`src/rtl/assert_macros.svh`:
```
// Assertion macros shared by the RTL. Each use names a label, a property and a message.
// The clock is clk and the synchronous active-low reset is rst_n in every user.
`ifndef ASSERT_MACROS_SVH
`define ASSERT_MACROS_SVH

// Checked only while the block is out of reset.
`define TMB_ASSERT(lbl, prop, msg) \
  lbl: assert property (@(posedge clk) disable iff (!rst_n) prop) else $error(msg);

// Checked on every clock edge, including those in reset.
`define TMB_ASSERT_ALWAYS(lbl, prop, msg) \
  lbl: assert property (@(posedge clk) prop) else $error(msg);

`endif

```
`src/rtl/tmb_pkg.sv`:
```
`default_nettype none

package tmb_pkg;

  localparam int MAP_SIDE  = 8;
  localparam int CELLS     = MAP_SIDE * MAP_SIDE;
  localparam int COORD_W   = (MAP_SIDE > 1) ? $clog2(MAP_SIDE) : 1;
  localparam int ADDR_W    = (CELLS > 1) ? $clog2(CELLS) : 1;
  localparam int MAX_BLITS = 64;
  localparam int CNT_W     = $clog2(MAX_BLITS + 1);

  localparam int TPX_W      = 8;
  localparam int TPR_W      = 9;
  localparam int ZOOM_W     = 5;
  localparam int SIDE_W     = TPX_W + ZOOM_W;
  localparam int TILE_W     = 16;
  localparam int IN_COORD_W = 8;
  localparam int DXY_W      = 16;
  localparam int DSIDE_W    = 12;
  localparam int SX_W       = 16;
  localparam int SY_W       = 23;
  localparam int PROD_W     = 24;
  localparam int CFG_IDX_W  = 2;
  localparam int CFG_DATA_W = 9;

  localparam logic [TILE_W-1:0] EMPTY_CELL = '1;

  localparam logic CMD_WRITE = 1'b0;
  localparam logic CMD_DRAW  = 1'b1;

  localparam logic [CFG_IDX_W-1:0] REG_TILE_PIXELS   = 2'd0;
  localparam logic [CFG_IDX_W-1:0] REG_TILES_PER_ROW = 2'd1;
  localparam logic [CFG_IDX_W-1:0] REG_ZOOM_FACTOR   = 2'd2;

  localparam logic [TPX_W-1:0]  TPX_RESET  = 8'd32;
  localparam logic [TPR_W-1:0]  TPR_RESET  = 9'd8;
  localparam logic [ZOOM_W-1:0] ZOOM_RESET = 5'd1;

  typedef struct packed {
    logic              en;
    logic [ADDR_W-1:0] addr;
    logic [TILE_W-1:0] data;
  } ram_wr_t;

  function automatic logic [ADDR_W-1:0] cell_addr(input logic [COORD_W-1:0] row,
                                                  input logic [COORD_W-1:0] col);
    logic [ADDR_W-1:0] a;
    a = ADDR_W'(row) * ADDR_W'(MAP_SIDE) + ADDR_W'(col);
    return a;
  endfunction

endpackage

`default_nettype wire

```
`src/rtl/tile_map_blit_address_generator.sv`:
```
// Tile map blit address generator. A write request (command 0) stores a tile number in one
// map cell and gives no result; writes outside the map are dropped. A draw request
// (command 1) walks the map in row-major order out of a RAM with a registered read, and
// emits one blit command per occupied cell, each on the out_ ports for exactly one cycle
// with out_valid high; the receiver cannot stall, so it must take every result as it comes.
// The final command of a draw has out_last set, and a draw over an empty map gives nothing.
// busy stays high after a draw request until the walk is over; it falls in the cycle that
// carries the last result. A draw makes one setup step, then reads and checks each cell;
// an occupied cell also goes through the source divider, which flags its done, and the
// multiply step, and a closing step follows when anything is drawn. The map reads as
// empty after reset with no clearing pass, so requests are taken from the first cycle
// after reset.
`default_nettype none

`include "assert_macros.svh"

module tile_map_blit_address_generator (
  input  logic                              clk,
  input  logic                              rst_n,
  input  logic                              start,
  output logic                              busy,
  input  logic                              in_command,
  input  logic [tmb_pkg::IN_COORD_W-1:0]    in_col,
  input  logic [tmb_pkg::IN_COORD_W-1:0]    in_row,
  input  logic signed [tmb_pkg::TILE_W-1:0] in_tile,
  output logic                              out_valid,
  output logic [tmb_pkg::DXY_W-1:0]         out_dest_x,
  output logic [tmb_pkg::DXY_W-1:0]         out_dest_y,
  output logic [tmb_pkg::DSIDE_W-1:0]       out_dest_side,
  output logic [tmb_pkg::SX_W-1:0]          out_src_x,
  output logic [tmb_pkg::SY_W-1:0]          out_src_y,
  output logic                              out_last,
  input  logic                              cfg_valid,
  output logic                              cfg_ready,
  input  logic [tmb_pkg::CFG_IDX_W-1:0]     cfg_index,
  input  logic [tmb_pkg::CFG_DATA_W-1:0]    cfg_data
);
  import tmb_pkg::*;

  typedef enum logic [2:0] {
    S_IDLE, S_SETUP, S_READ, S_CHECK, S_DIV, S_MUL, S_FLUSH
  } state_t;

  localparam logic [CNT_W-1:0]   MAX_CNT  = CNT_W'(MAX_BLITS);
  localparam logic [COORD_W-1:0] LAST_POS = COORD_W'(MAP_SIDE - 1);

  state_t             state_r;
  logic [TPX_W-1:0]   tpx_r;
  logic [TPR_W-1:0]   tpr_r;
  logic [ZOOM_W-1:0]  zoom_r;
  logic [SIDE_W-1:0]  side_r;
  logic [TPR_W-1:0]   per_row_r;
  logic [COORD_W-1:0] col_r;
  logic [COORD_W-1:0] row_r;
  logic [CNT_W-1:0]   found_r;

  logic               pend_vld_r;
  logic [DXY_W-1:0]   pend_dx_r;
  logic [DXY_W-1:0]   pend_dy_r;
  logic [SX_W-1:0]    pend_sx_r;
  logic [SY_W-1:0]    pend_sy_r;

  logic               out_valid_r;
  logic               out_last_r;
  logic [DXY_W-1:0]   out_dx_r;
  logic [DXY_W-1:0]   out_dy_r;
  logic [DSIDE_W-1:0] out_side_r;
  logic [SX_W-1:0]    out_sx_r;
  logic [SY_W-1:0]    out_sy_r;

  logic               accept;
  logic               in_map;
  ram_wr_t            wr_req;
  logic [TILE_W-1:0]  rd_tile;
  logic               cell_empty;
  logic               last_cell;
  logic               div_start;
  logic               div_done;
  logic [TILE_W-1:0]  div_quot;
  logic [TPR_W-1:0]   div_rem;
  logic [SIDE_W-1:0]  side_full;
  logic [PROD_W-1:0]  dx_full;
  logic [PROD_W-1:0]  dy_full;
  logic [PROD_W-1:0]  sx_full;
  logic [PROD_W-1:0]  sy_full;
  logic [CNT_W-1:0]   found_inc;

  assign busy      = (state_r != S_IDLE);
  assign accept    = start && !busy;
  assign cfg_ready = 1'b1;

  assign in_map = (in_col < IN_COORD_W'(MAP_SIDE)) && (in_row < IN_COORD_W'(MAP_SIDE));

  assign wr_req.en   = accept && (in_command == CMD_WRITE) && in_map;
  assign wr_req.addr = cell_addr(in_row[COORD_W-1:0], in_col[COORD_W-1:0]);
  assign wr_req.data = in_tile;

  tmb_map_ram u_ram (
    .clk     (clk),
    .rst_n   (rst_n),
    .wr_req  (wr_req),
    .rd_addr (cell_addr(row_r, col_r)),
    .rd_tile (rd_tile)
  );

  assign cell_empty = (rd_tile == EMPTY_CELL);
  assign last_cell  = (col_r == LAST_POS) && (row_r == LAST_POS);
  assign div_start  = (state_r == S_CHECK) && !cell_empty;

  tmb_divider u_div (
    .clk      (clk),
    .rst_n    (rst_n),
    .start    (div_start),
    .dividend (rd_tile),
    .divisor  (per_row_r),
    .done     (div_done),
    .quot     (div_quot),
    .rem      (div_rem)
  );

  assign side_full = SIDE_W'(tpx_r) * SIDE_W'(zoom_r);
  assign dx_full   = PROD_W'(col_r) * PROD_W'(side_r);
  assign dy_full   = PROD_W'(row_r) * PROD_W'(side_r);
  assign sx_full   = PROD_W'(div_rem) * PROD_W'(tpx_r);
  assign sy_full   = PROD_W'(div_quot) * PROD_W'(tpx_r);
  assign found_inc = found_r + CNT_W'(1);

  always_ff @(posedge clk) begin
    if (!rst_n) begin
      tpx_r  <= TPX_RESET;
      tpr_r  <= TPR_RESET;
      zoom_r <= ZOOM_RESET;
    end else if (cfg_valid && cfg_ready) begin
      unique case (cfg_index)
        REG_TILE_PIXELS:   tpx_r  <= cfg_data[TPX_W-1:0];
        REG_TILES_PER_ROW: tpr_r  <= cfg_data[TPR_W-1:0];
        REG_ZOOM_FACTOR:   zoom_r <= cfg_data[ZOOM_W-1:0];
        default: ;
      endcase
    end
  end

  always_ff @(posedge clk) begin
    if (!rst_n) begin
      state_r     <= S_IDLE;
      col_r       <= '0;
      row_r       <= '0;
      found_r     <= '0;
      pend_vld_r  <= 1'b0;
      out_valid_r <= 1'b0;
      out_last_r  <= 1'b0;
    end else begin
      out_valid_r <= 1'b0;
      unique case (state_r)
        S_IDLE: begin
          if (accept && (in_command == CMD_DRAW)) begin
            state_r <= S_SETUP;
          end
        end
        S_SETUP: begin
          side_r     <= side_full;
          per_row_r  <= (tpr_r == '0) ? TPR_W'(1) : tpr_r;
          col_r      <= '0;
          row_r      <= '0;
          found_r    <= '0;
          pend_vld_r <= 1'b0;
          state_r    <= S_READ;
        end
        S_READ: begin
          state_r <= S_CHECK;
        end
        S_CHECK: begin
          if (!cell_empty) begin
            state_r <= S_DIV;
          end else if (last_cell) begin
            state_r <= pend_vld_r ? S_FLUSH : S_IDLE;
          end else begin
            col_r   <= (col_r == LAST_POS) ? '0 : col_r + COORD_W'(1);
            row_r   <= (col_r == LAST_POS) ? row_r + COORD_W'(1) : row_r;
            state_r <= S_READ;
          end
        end
        S_DIV: begin
          if (div_done) begin
            state_r <= S_MUL;
          end
        end
        S_MUL: begin
          // The held command goes out only once a later one proves it is not the last.
          if (pend_vld_r) begin
            out_valid_r <= 1'b1;
            out_last_r  <= 1'b0;
            out_dx_r    <= pend_dx_r;
            out_dy_r    <= pend_dy_r;
            out_side_r  <= side_r[DSIDE_W-1:0];
            out_sx_r    <= pend_sx_r;
            out_sy_r    <= pend_sy_r;
          end
          pend_vld_r <= 1'b1;
          pend_dx_r  <= dx_full[DXY_W-1:0];
          pend_dy_r  <= dy_full[DXY_W-1:0];
          pend_sx_r  <= sx_full[SX_W-1:0];
          pend_sy_r  <= sy_full[SY_W-1:0];
          found_r    <= found_inc;
          if ((found_inc == MAX_CNT) || last_cell) begin
            state_r <= S_FLUSH;
          end else begin
            col_r   <= (col_r == LAST_POS) ? '0 : col_r + COORD_W'(1);
            row_r   <= (col_r == LAST_POS) ? row_r + COORD_W'(1) : row_r;
            state_r <= S_READ;
          end
        end
        S_FLUSH: begin
          out_valid_r <= 1'b1;
          out_last_r  <= 1'b1;
          out_dx_r    <= pend_dx_r;
          out_dy_r    <= pend_dy_r;
          out_side_r  <= side_r[DSIDE_W-1:0];
          out_sx_r    <= pend_sx_r;
          out_sy_r    <= pend_sy_r;
          pend_vld_r  <= 1'b0;
          state_r     <= S_IDLE;
        end
        default: state_r <= S_IDLE;
      endcase
    end
  end

  assign out_valid     = out_valid_r;
  assign out_last      = out_last_r;
  assign out_dest_x    = out_dx_r;
  assign out_dest_y    = out_dy_r;
  assign out_dest_side = out_side_r;
  assign out_src_x     = out_sx_r;
  assign out_src_y     = out_sy_r;

  `TMB_ASSERT(a_nothing_after_last, out_valid_r && out_last_r |=> !out_valid_r, "result after last")
  `TMB_ASSERT(a_result_from_draw, out_valid_r |-> $past(busy), "result without a draw")
  `TMB_ASSERT(a_blit_cap, found_r <= MAX_CNT, "blit count beyond cap")
  `TMB_ASSERT(a_flush_has_pending, state_r == S_FLUSH |-> pend_vld_r, "closing with nothing held")

endmodule

`default_nettype wire

```
`src/rtl/tmb_map_ram.sv`:
```
`default_nettype none

module tmb_map_ram (
  input  logic                          clk,
  input  logic                          rst_n,
  input  tmb_pkg::ram_wr_t              wr_req,
  input  logic [tmb_pkg::ADDR_W-1:0]    rd_addr,
  output logic [tmb_pkg::TILE_W-1:0]    rd_tile
);
  import tmb_pkg::*;

  logic [TILE_W-1:0] mem [CELLS];
  logic [CELLS-1:0]  vld_r;
  logic [TILE_W-1:0] rd_data_r;
  logic              rd_vld_r;

  always_ff @(posedge clk) begin
    if (wr_req.en) begin
      mem[wr_req.addr] <= wr_req.data;
    end
    rd_data_r <= mem[rd_addr];
  end

  always_ff @(posedge clk) begin
    if (!rst_n) begin
      vld_r    <= '0;
      rd_vld_r <= 1'b0;
    end else begin
      if (wr_req.en) begin
        vld_r[wr_req.addr] <= 1'b1;
      end
      rd_vld_r <= vld_r[rd_addr];
    end
  end

  // A cell never written since reset reads as empty.
  assign rd_tile = rd_vld_r ? rd_data_r : EMPTY_CELL;

endmodule

`default_nettype wire

```
`src/rtl/tmb_divider.sv`:
```
`default_nettype none

module tmb_divider (
  input  logic                        clk,
  input  logic                        rst_n,
  input  logic                        start,
  input  logic [tmb_pkg::TILE_W-1:0]  dividend,
  input  logic [tmb_pkg::TPR_W-1:0]   divisor,
  output logic                        done,
  output logic [tmb_pkg::TILE_W-1:0]  quot,
  output logic [tmb_pkg::TPR_W-1:0]   rem
);
  import tmb_pkg::*;

  localparam int STEPS = 4;

  logic [TILE_W-1:0] q_r, q_nxt;
  logic [TPR_W-1:0]  rem_r, rem_nxt;
  logic [1:0]        cnt_r;
  logic              run_r;
  logic              done_r;

  // Four restoring steps per cycle; the dividend shifts out as quotient bits shift in.
  always_comb begin
    logic [TPR_W:0]  t;
    logic [TILE_W-1:0] q;
    t = {1'b0, rem_r};
    q = q_r;
    for (int k = 0; k < STEPS; k++) begin
      t = {t[TPR_W-1:0], q[TILE_W-1]};
      q = {q[TILE_W-2:0], 1'b0};
      if (t >= {1'b0, divisor}) begin
        t    = t - {1'b0, divisor};
        q[0] = 1'b1;
      end
    end
    q_nxt   = q;
    rem_nxt = t[TPR_W-1:0];
  end

  always_ff @(posedge clk) begin
    if (!rst_n) begin
      run_r  <= 1'b0;
      done_r <= 1'b0;
      cnt_r  <= '0;
    end else begin
      done_r <= 1'b0;
      if (start) begin
        run_r <= 1'b1;
        cnt_r <= '0;
      end else if (run_r) begin
        cnt_r <= cnt_r + 2'd1;
        if (cnt_r == 2'd3) begin
          run_r  <= 1'b0;
          done_r <= 1'b1;
        end
      end
    end
  end

  always_ff @(posedge clk) begin
    if (start) begin
      q_r   <= dividend;
      rem_r <= '0;
    end else if (run_r) begin
      q_r   <= q_nxt;
      rem_r <= rem_nxt;
    end
  end

  assign done = done_r;
  assign quot = q_r;
  assign rem  = rem_r;

endmodule

`default_nettype wire
```
`config.mk`:
```
export PLATFORM = sky130hd
export DESIGN_NAME = tile_map_blit_address_generator
export DESIGN_NICKNAME = d
export VERILOG_FILES = /design/src/rtl/tmb_pkg.sv /design/src/rtl/tile_map_blit_address_generator.sv /design/src/rtl/tmb_map_ram.sv /design/src/rtl/tmb_divider.sv
export VERILOG_INCLUDE_DIRS = /design/src /design/src/rtl
export SDC_FILE = /design/constraint.sdc
export NUM_CORES = 2
export LEC_CHECK = 0
export ABC_AREA = 1
export BUFFER_PORTS_ARGS = -buffer_cell sky130_fd_sc_hd__buf_2
export CAP_MARGIN = 20
export CELL_PAD_IN_SITES_DETAIL_PLACEMENT = 2
export CELL_PAD_IN_SITES_GLOBAL_PLACEMENT = 2
export CORE_ASPECT_RATIO = 0.6
export CORE_UTILIZATION = 43
export DETAILED_ROUTE_END_ITERATION = 6
export PLACE_DENSITY_LB_ADDON = 0.1
export SYNTH_ARGS = -nofsm -noshare
export SYNTH_HDL_FRONTEND = slang
export SYNTH_SLANG_ARGS = --single-unit
```
`constraint.sdc`:
```
create_clock -name clk -period 6.9 [get_ports clk]
set_input_delay 0.345 -clock clk [delete_from_list [all_inputs] [get_ports clk]]
set_output_delay 0.345 -clock clk [all_outputs]
set_load 0.03 [all_outputs]
```
==> results.md <==
- The post-layout minimum cycle time is 6520 ps.
- In this design, the largest share of critical-path delay is due to simple AND/OR/NAND/NOR gates.
- The biggest area consumer among synthesized cells is sky130_fd_sc_hd__edfxtp_1.
- The region available for standard cell placement spans 144000 um^2.
- Dividing the detail-routed wire length by the instance count gives 28.5 um.
- Between clock sinks in the finished design, the worst skew comes to 25.1 ps.
- On the worst path, the slowest cell contributes a delay of 440 ps.
- The die outline area is 147000 um^2.
- The final number of hold-violating endpoints is 2.
- The final setup violation count is 0.
- For the pin with the worst max-slew slack, the measured transition is 1360 ps.
- The worst max-slew margin expressed relative to the limit is 7.88%.
- The clock network latency to the later pin of the worst-skew pair is 790 ps.
- For the worst setup path, the data arrival time is 7240 ps.
- Of the cells placed in the final design, the portion with a size suffix greater than 1 is 10.9%.
- Measured on the finished design, the core utilization comes to 49.1%.
- The die is 495 um wide.
- The longest clock path from root to sink contains 3 buffers.
- For this design the top-level I/O count stands at 135.
- VDD sags by at most 0.578 mV.
- After technology mapping, the gate count stands at 5536.
- Synthesis instantiated 52 different standard cells from the library.
- The initial utilization of the core area, before any placement, comes to 43.3%.
- TritonCTS built the clock tree.
- The worst setup path is launched from a register.
- The top cell type by area accounts for 58.3% of the synthesized area.
- The type of the tightest min-delay check is primary input to register.
- After filler insertion, the fill cell instance count of the layout stands at 14300.
- The slowest stage of the critical path is the sky130_fd_sc_hd__fa_2 cell.
- The leading register cell type out of synthesis is sky130_fd_sc_hd__edfxtp_1.
- The maximum number of pins on one net before global-route repair is 148.
- The placement-stage worst setup slack is -239 ps.
- The final worst-path setup slack is 384 ps.
- Counting stages on the worst path, the most repeated cell is sky130_fd_sc_hd__nand2_1.
- The DRC marker count from the first detailed-route iteration is 4297.
- The number of levels in the clock H-tree is 4.
- The category of the worst setup path capture point is a register.
- The Yosys step of the flow raised 0 warnings.
- The global-route wire length before repair is 326000 um.
- The clock-pin transition on the worst setup and hold timing paths is 60 ps.
- The total number of nets in the final design is 6099.
- Counting both buffers and inverters, the worst setup path holds a total of 10.
- The number of input and output port buffers inserted is 133.
- The count of max-cap constraint violations is 0.
- The initialized floorplan defines 108 standard-cell rows.
- The number of buffers created by CTS is 133.
- The count of antenna-violating nets left after detailed routing is 0.
- The die boundary height is 298 um.
- The post-synthesis to final-layout area growth is 13.4%.
- The critical path data required time is 7620 ps.
- The detailed router placed 45200 vias in this run.
- The master cell of the clock root buffer is sky130_fd_sc_hd__clkbuf_16.
- Of the synthesized area, sequential elements account for 62.7%.
- The post-synthesis sequential element count is 1351.
- The wire length after detailed routing is 221000 um.
- After synthesis the cells add up to 62600 um^2.
- The minimum hold slack is -14.0 ps.
- The number of antenna violations at the first check in global routing is 17.
- When the netlist entered floorplanning its net count stood at 5924.
- For this run, design rule violations remaining after detail routing come to 0.
- After detailed routing, the number of vias per cell comes to 5.84.
- Timing would allow up to 153 MHz.
- The final reports fail on hold timing.
- The critical path start-end classification is register to register.
- The global placement routability congestion is 0.854.
- The share of async-settable or async-resettable flops after synthesis is 0%.
- The final count of pins violating max slew came to 0.
- The share of the clock period used by the worst path after layout is 94.4%.
- The average cell area after synthesis is 11.3 um^2.
- The number of optimization iterations in the first detailed-route pass is 5.
- For the final routed database, the setup TNS stands at 0 ps.
- Detailed placement finished with a half-perimeter wire length of 140000 um.
- The overflow left after global routing is 0.
- For this design, the sink count on the clock tree is 1351.
- The maximum net fanout on the critical path is 8.
- For this design the ratio of total power to cell area is 387 nW/um^2.
- For this run, the total global-route usage over all layers was measured as 30.0%.
- The number of cells in the finished layout apart from fillers is 7747.
- The analysis attributes to cell leakage a power of 27.0 nW.
- The cell total after placement is 7462.
- The flow ran to the end, but the final reports show violations.
- Yosys mapped a number of flops with a built-in enable equal to 1216.
- Yosys attributes the largest share of cell area to sky130_fd_sc_hd__edfxtp_1, sky130_fd_sc_hd__o21ai_0, sky130_fd_sc_hd__fa_1.
- The via count of the first global-routing pass was 48300.
[placed cells by master, fill, tap and decap left out, types with 129 or more instances in the layout]
master | Yosys | layout
sky130_fd_sc_hd__buf_2 | 33 | 133
sky130_fd_sc_hd__buf_4 | 3 | 204
sky130_fd_sc_hd__clkbuf_16 | 0 | 140
sky130_fd_sc_hd__dfxtp_1 | 135 | 129
sky130_fd_sc_hd__edfxtp_1 | 1216 | 1216
sky130_fd_sc_hd__fa_1 | 170 | 167
sky130_fd_sc_hd__ha_1 | 170 | 163
sky130_fd_sc_hd__inv_1 | 483 | 478
sky130_fd_sc_hd__nand2_1 | 622 | 613
sky130_fd_sc_hd__nor2_1 | 851 | 833
sky130_fd_sc_hd__o21ai_0 | 730 | 726
sky130_fd_sc_hd__o22ai_1 | 272 | 272
[cells by family (layout without fill, tap and decap cells)]
| group | Yosys count | in the layout | share of synthesized area (%) |
|---|---|---|---|
| fa+ha+maj | 340 | 340 | 8.84 |
| other cells | 1 | 3 | 0.00599 |
| simple gates | 1638 | 1639 | 10.4 |
| compound gates | 1297 | 1297 | 11.8 |
| flops | 1351 | 1351 | 62.7 |
| xor+xnor | 94 | 94 | 1.32 |
| buf+inv | 815 | 1098 | 5.00 |
[routing by layer]
| metal | up-vias | GRT usage (%) | share of wire [%] |
|---|---|---|---|
| li1 | 19700 | - | - |
| met1 | 23900 | 46.2 | 48 |
| met2 | 1419 | 44.3 | 44 |
| met3 | 256 | 4.83 | 6.9 |
| met4 | 4 | 6.30 | 1.7 |
| met5 | - | 0 | 0.015 |
[stage by stage]
stage	area [um^2]	total power, W
detailed placement	66100	0.0192
global route	71000	0.0287
CTS	70600	0.0268
floorplan	62600	0.0151
global placement	66000	0.0189
finish	71000	0.0274
[area by class of cell]
| class | count | area [um^2] | area share, % |
|---|---|---|---|
| Timing Repair Buffer | 366 | 2610 | 3.67 |
| Multi-Input combinational cell | 3371 | 20500 | 28.9 |
| Inverter | 488 | 1850 | 2.61 |
| Clock inverter | 54 | 532 | 0.749 |
| Sequential cell | 1351 | 39200 | 55.3 |
| Tap cell | 1925 | 2410 | 3.39 |
| Antenna cell | 2 | 5.00 | 0.00705 |
| Clock buffer | 190 | 3800 | 5.36 |
[what timing repair did]
action,4_1_cts,5_1_grt
cloned,0,1
endpoints found under the setup margin,10,10
pin swaps,1,10
endpoints found under the hold margin,22,0
setup buffers,2,11
hold buffers,15,0
resized for setup,3,47
[worst min-delay path: stages]
cell,delay [ps]
sky130_fd_sc_hd__buf_2,100
sky130_fd_sc_hd__nor3_1,70
sky130_fd_sc_hd__o21ai_0,140
sky130_fd_sc_hd__nor2_1,60
[synth_stat cells, drive strengths merged, types with 109 or more instances]
cell and count:
edfxtp 1216, a21oi 111, nand3 109, inv 486, dfxtp 135, nand2 627, nor2 854, clkbuf 278
o21ai 730, ha 170, fa 170, o22ai 272
[where the power goes]
part	leakage [nW]	internal (W)	total (W)	switching, W
registers	12.0	0.00908	0.00925	0.000174
logic	12.8	0.00392	0.0107	0.00679
clock network	2.12	0.00416	0.00748	0.00331
total	27.0	0.0172	0.0274	0.0103
[worst paths after layout]
kind	to	start	cells after the start	slack (ps)
setup reg to reg	u_div.rem[5]	u_div.quot[15]	45	380
setup / recovery	u_div.rem[5]	u_div.quot[15]	45	380
hold reg to reg	out_src_y[6]	pend_sy_r[6]	0	410
hold / removal	tpx_r[1]	cfg_index[1]	4	-10
[state kept, by name (all words and copies together) (netlist names), 16 cells and up]
name,flops
out_dest_x,16
out_dest_y,16
out_src_x,16
out_src_y,23
pend_dx_r,16
pend_dy_r,16
pend_sx_r,16
pend_sy_r,23
u_div.quot,16
u_ram.mem,1024
u_ram.rd_data_r,16
u_ram.vld_r,64
Power figures use the tool's default switching activity.
